$ cat src/design/tcpq_pkg.sv
// Shared types, sizes and status codes of the two-class push-out queue.
// Used by tcpq_adder, tcpq_ctrl and the top level; depends on nothing.
package tcpq_pkg;

    localparam int PORTS       = 4;
    localparam int QUEUE_DEPTH = 64;
    localparam int HANDLE_BITS = 16;
    localparam int STAMP_W     = 32;
    localparam int LIMIT_W     = 7;
    localparam int STATUS_W    = 3;
    localparam int PORT_W      = $clog2(PORTS);
    localparam int PTR_W       = $clog2(QUEUE_DEPTH);
    localparam int CNT_W       = PTR_W + 1;
    localparam int ADDR_W      = PORT_W + PTR_W;
    localparam int ENTRY_W     = STAMP_W + HANDLE_BITS;

    localparam logic [LIMIT_W-1:0] LIMIT_RESET = LIMIT_W'(64);

    localparam logic [STATUS_W-1:0] ST_QUEUED    = 3'd0;
    localparam logic [STATUS_W-1:0] ST_DISPLACED = 3'd1;
    localparam logic [STATUS_W-1:0] ST_REJECTED  = 3'd2;
    localparam logic [STATUS_W-1:0] ST_SENT      = 3'd3;
    localparam logic [STATUS_W-1:0] ST_EMPTY     = 3'd4;

    localparam logic CMD_ENQUEUE = 1'b0;
    localparam logic CMD_SEND    = 1'b1;

    typedef enum logic {
        S_IDLE,
        S_EXEC
    } state_t;

    typedef struct packed {
        logic busy;
        logic exec;
    } ctrl_t;

endpackage

$ cat src/design/tcpq_adder.sv
// Shared stamp adder: advances arrival stamps and compares head stamps.
// Depends on tcpq_pkg for the stamp width.
module tcpq_adder (
    input  logic [tcpq_pkg::STAMP_W-1:0] a,
    input  logic [tcpq_pkg::STAMP_W-1:0] b,
    input  logic                         negate,
    output logic [tcpq_pkg::STAMP_W-1:0] sum
);
    import tcpq_pkg::*;

    // The carry-in is always set: a + b + 1 for an increment with b at zero,
    // a - b when b is inverted.
    assign sum = a + (negate ? ~b : b) + STAMP_W'(1);

endmodule

$ cat config.mk
export PLATFORM = sky130hd
export DESIGN_NAME = tcpq_adder
export DESIGN_NICKNAME = d
export VERILOG_FILES = /design/src/design/tcpq_pkg.sv /design/src/design/tcpq_adder.sv
export SDC_FILE = /design/constraint.sdc
export NUM_CORES = 1
export LEC_CHECK = 0
export BUFFER_PORTS_ARGS = -buffer_cell sky130_fd_sc_hd__buf_2
export CAP_MARGIN = 20
export CORE_MARGIN = 2
export CORE_UTILIZATION = 53
export DETAILED_ROUTE_END_ITERATION = 16
export PLACE_DENSITY_LB_ADDON = 0.08
export SYNTH_ARGS = -nofsm -noshare
export SYNTH_HDL_FRONTEND = slang
export SYNTH_SLANG_ARGS = --single-unit
$ cat constraint.sdc
create_clock -name vclk -period 13.7
set_input_delay 4.11 -clock vclk [all_inputs]
set_output_delay 4.11 -clock vclk [all_outputs]
set_load 0.01 [all_outputs]
==> results of run 1 <==
==> logic make-up (layout without fill, tap and decap cells) <==
family                     count (synthesis)  after routing
AOI/OAI and AO/OA                        106            106
buffers and inverters                     25            108
and+or+nand+nor                           93             93
adders and majority gates                 35             35
xor gates and xnor gates                  57             57
muxes                                      1              1
==> power groups by stage <==
stage,sequential [mW],clock (mW),combinational (mW)
floorplan,0,0,0.150
finish,0,0,0.210
global route,0,0,0.232
CTS,0,0,0.210
global placement,0,0,0.207
detailed placement,0,0,0.209
==> per-stage QoR <==
stage | utilization | setup WS, ns | area [um2] | hold WS (ns) | instances
final | 0.656 | 2.32 | 2820 | 8.63 | 452
after global routing | 0.656 | 2.01 | 2820 | 8.66 | 452
after CTS | 0.656 | 2.28 | 2820 | 8.63 | 452
after detailed placement | 0.656 | 2.28 | 2820 | 8.63 | 452
after global placement | 0.656 | 2.35 | 2820 | 8.63 | 452
after floorplan | - | 2.69 | 2340 | 8.42 | 317
==> critical path: stages <==
cell and delay, ns:
buf_2 0.67, xnor2_1 0.16, ha_1 0.25, fa_1 0.42, nor2b_1 0.18, o211ai_1 0.19
a2111oi_4 0.45, o21bai_1 0.17, mux2i_1 0.15, a2111oi_2 0.33, buf_2 0.19
==> final cells by class <==
cell class | count | area (um2) | share of cell area
timing repair buffer | 97 | 485 | 0.172
multi-input combinational | 292 | 2220 | 0.790
inverter | 11 | 41.3 | 0.0147
tap | 52 | 65.1 | 0.0231
==> path summary, 6_finish.rpt <==
| check | startpoint | to |
|---|---|---|
| max | negate | sum[26] |
| min | a[0] | sum[0] |
==> per-layer routing <==
metal,global-route usage,part of all wire
met3,0.0101,0.046
met1,0.275,0.43
met4,0.0491,0.0096
met5,0,0
met2,0.435,0.51
==> cell usage in the layout (no fill, tap or decap), types with 2 or more instances in the layout <==
| cell type | n |
|---|---|
| a21o_1 | 11 |
| or2b_1 | 2 |
| nand3_1 | 5 |
| o21ai_0 | 13 |
| xnor2_1 | 18 |
| ha_1 | 34 |
| o2111ai_1 | 2 |
| o21a_1 | 4 |
| nor2_1 | 18 |
| a211oi_1 | 6 |
| nand3b_1 | 2 |
| inv_1 | 11 |
| nand2b_1 | 5 |
| nor3_1 | 5 |
| and3_1 | 5 |
| o211ai_1 | 3 |
| a31oi_1 | 3 |
| a21oi_1 | 27 |
| nand2_1 | 26 |
| xor2_1 | 39 |
| buf_2 | 97 |
| nand4_1 | 6 |
| nor2b_1 | 7 |
| o22ai_1 | 2 |
| o21bai_1 | 5 |
| a21oi_2 | 5 |
| a211o_1 | 3 |
| o21ai_1 | 2 |
| a2111oi_0 | 2 |
| a2111oi_2 | 2 |
==> metrics, run 1 <==
setup violators final=0; Ys Warns=0; largest net degree at the start of global routing=33; period utilisation layout=0.830; vias per std cell=around 5.7; critical path type=input port to output port; Post-Syn Nets=roughly 420; Crit Path Max Fanout=32; setup bufs post-CTS=0; post-synthesis instance total=317; die height=just over 70 um; slew margin rel.=0.406; max cap viols=0; minimum clock period=around 11 ns; Net Sw Frac=0.564; Tot GR Track Use=0.227; NetSw=0.118 mW; setup TNS=0 ns; HPWL Detailed=about 5.0 mm; leakage=approximately 1.4 nW; CP arrival=a little over 7 ns; Hold Crit Class=input port to output port; worst vdd ir=roughly 0.036 mV; post-synthesis xor/xnor area fraction=0.213; clk_buf instances=0; Placer Congestion=between 0.9 and 1; drt wl/cell=about 13 um; Detailed Route WL=roughly 5.9 mm; synthesized area=roughly 2300 um2; post-synth cell types=between 60 and 70; post-route ant nets=0; cell with the most instances after synthesis=xor2_1; adder-cell share of the synthesized area=0.190; fillers=432; CP required=9.59 ns; seq_cells=0; # hold bufs at CTS=0; power share of the combinational group=1.000; f_max=87.9 MHz; Pwr Total=0.210 mW; DIE WIDTH=just over 70 um; sequential share of the synthesized area=0; CORE AREA=between 4000 and 5000 um2; Pwr Density=74.4 nW/um2; leading area contributor after synthesis=ha_1; status=complete, no violations; pin slew with the least headroom to its limit=just under 0.9 ns; input/output buffers=97; IO Count=97; Area Growth Syn to Fin=20.1%; first-pass GRT wire length=9.82 mm; cts repair resizes=0; unrepaired setup endpoints after global routing=false; Sequential Area=0 um2; Worst Setup End Kind=output port; ranking of synthesized cells by area=ha_1 18%, xor2_1 15%, xnor2_1 6.7%; via count=2595; DIE AREA=roughly 5000 um2; drt first-iter violations=between 100 and 150; Synth Area in Compound Gates=0.330; multiplexer share of the synthesized area=0.00427; Post-Synth Simple-Gate Area=0.211; Slew Limit Fails=0; first drt pass iteration count=4; final hold vios=0; number of global-route vias before repair=between 2000 and 2500; main combinational cell family by area after synthesis=compound AO/OA/AOI/OAI gates; Int Pwr=0.0913 mW; share of the synthesized area in the top cell type=0.181; Setup crit start kind=input port; sequential share of power=0; FP Rows=24; Avg Inst Size Synth=7.40 um2; drt drc=0; Hold Path Depth=5; gr ovfl total=0; layout cells sized above 1=0.290; clock power share=0; synth cell count leaders=39 x xor2_1, 34 x ha_1, 27 x a21oi_1; Antenna diodes=0; initial antenna violation count=0; nets=502; initial core utilization=0.546
Note: power is estimated with default switching activity, not from simulation.
==> run 2, diff against run 1 <==
--- a/config.mk
+++ b/config.mk
@@ -8,7 +8,7 @@
 export BUFFER_PORTS_ARGS = -buffer_cell sky130_fd_sc_hd__buf_2
 export CAP_MARGIN = 20
 export CORE_MARGIN = 2
-export CORE_UTILIZATION = 53
+export CORE_UTILIZATION = 47
 export DETAILED_ROUTE_END_ITERATION = 16
 export PLACE_DENSITY_LB_ADDON = 0.08
 export SYNTH_ARGS = -nofsm -noshare
==> constraint.sdc (replaced) <==
create_clock -name vclk -period 9.26
set_input_delay 2.778 -clock vclk [all_inputs]
set_output_delay 2.778 -clock vclk [all_outputs]
set_load 0.01 [all_outputs]
==> run 2 against run 1 <==
Against the previous run:
- critical path depth increased by 1
- via count up 1.9%
- highest routed layer unchanged
- worst hold slack lost 2.7 ns
- flip-flop and latch count is the same
- non-clock buffer count is 2 higher
- core utilization down 5.6 points
- die area increased by 12%
- cell area up 1.2%
==> metrics, run 2 (synthesis gave the netlist of run 1 again) <==
IO Count=97 (unchanged); f_max=around 120 MHz; setup bufs post-CTS=0 (unchanged); sequential share of power=0 (about the same); clock power share=0 (about the same); critical path type=input port to output port (unchanged); slew margin rel.=0.686 (was 0.406); Net Sw Frac=0.568 (was 0.564); Placer Congestion=0.865 (was 0.933); Tot GR Track Use=0.224 (was 0.227); largest net degree at the start of global routing=18 (was 33); status=complete, no violations (unchanged); drt first-iter violations=68 (was 106); CORE AREA=4750 um2 (was 4290 um2); die height=74.6 um (was 70.5 um); Hold Crit Class=input port to output port (unchanged); Sequential Area=0 um2 (unchanged); Worst Setup End Kind=output port (unchanged); Int Pwr=0.136 mW (was 0.0913 mW); leakage=1.40 nW (was 1.39 nW); Setup crit start kind=input port (unchanged); unrepaired setup endpoints after global routing=false (unchanged); layout cells sized above 1=0.294 (was 0.290); DIE AREA=5570 um2 (was 4970 um2); first drt pass iteration count=4 (unchanged); Area Growth Syn to Fin=21.5% (was 20.1%); # hold bufs at CTS=0 (unchanged); CP arrival=5.61 ns (was 7.27 ns); worst vdd ir=0.0497 mV (was 0.0357 mV); via count=2645 (was 2595); input/output buffers=97 (unchanged); DIE WIDTH=74.6 um (was 70.5 um); cts repair resizes=0 (unchanged); nets=504 (was 502); setup violators final=0 (unchanged); drt drc=0 (unchanged); period utilisation layout=0.906; Slew Limit Fails=0 (unchanged); seq_cells=0 (unchanged); FP Rows=25 (was 24); Pwr Density=110 nW/um2 (was 74.4 nW/um2); number of global-route vias before repair=2457 (was 2444); first-pass GRT wire length=10.3 mm (was 9.82 mm); gr ovfl total=0 (unchanged); max cap viols=0 (unchanged); most frequent cells in the layout=97 x buf_2, 39 x xor2_1, 34 x ha_1, 27 x a21oi_1, 26 x nand2_1 (unchanged); power share of the combinational group=1.000 (about the same); initial core utilization=0.493 (was 0.546); Crit Path Max Fanout=17 (was 32); CP required=6.48 ns (was 9.59 ns); pin slew with the least headroom to its limit=0.466 ns (was 0.891 ns); clk_buf instances=0 (unchanged); NetSw=0.179 mW (was 0.118 mW); post-route ant nets=0 (unchanged); final hold vios=0 (unchanged); Hold WS=5.97 ns (was 8.63 ns); commonest non-fill, non-tap cell in the layout=buf_2 (unchanged); HPWL Detailed=5.46 mm (was 4.99 mm); Detailed Route WL=6.39 mm (was 5.94 mm); vias per std cell=5.64 (was 5.74); drt wl/cell=13.6 um (was 13.1 um); initial antenna violation count=0 (unchanged); Antenna diodes=0 (unchanged); minimum clock period=approximately 8.4 ns; setup TNS=0 ns (unchanged)
run 2: changes by cell type in the layout (fill, tap and decap cells not counted), sizes merged:
cell / change
buf: +2
run 2: critical path, stage by stage:
cell and delay, ns:
buf_2 0.11, buf_4 0.28, xor2_1 0.23, inv_1 0.08, fa_1 0.44, nor2b_1 0.17, o211ai_1 0.18, a2111oi_4 0.46
o21bai_1 0.18, mux2i_1 0.17, a2111oi_2 0.35, buf_2 0.19
run 2: path summary, 6_finish.rpt:
| path | slack, ns | from | cells past startpoint | end |
|---|---|---|---|---|
| worst min-delay path | 5.97 | a[0] | 5 | sum[0] |
| worst max-delay path | 0.87 | negate | 12 | sum[26] |
run 2: stage by stage:
step                setup WS [ns]  instances   util  area, um2  power (mW)
finish                      0.870        469  0.599       2850       0.315
floorplan                   0.912        317      -       2340       0.221
detailed placement          0.871        469  0.599       2850       0.314
CTS                         0.860        469  0.599       2850       0.315
global placement            0.973        469  0.599       2850       0.311
global route                0.641        469  0.599       2850       0.349
run 2: power by group through the flow:
stage,clock network [mW],logic (mW),registers [mW]
global route,0,0.349,0
floorplan,0,0.221,0
CTS,0,0.315,0
global placement,0,0.311,0
finish,0,0.315,0
detailed placement,0,0.314,0
run 2: cell type report:
cell class | instances | area (um2)
Fill cell | 506 | 1910
Inverter | 11 | 41.3
Multi-Input combinational cell | 292 | 2220
Tap cell | 67 | 83.8
Timing Repair Buffer | 99 | 500
run 2: metal layers:
metal | share of wire | GRT usage | vias to the layer above
li1 | - | - | 1343
met1 | 0.44 | 0.285 | 1216
met2 | 0.51 | 0.439 | 78
met3 | 0.038 | 0.00402 | 8
met4 | 0.0075 | 0.0159 | 0
met5 | 0 | 0 | -
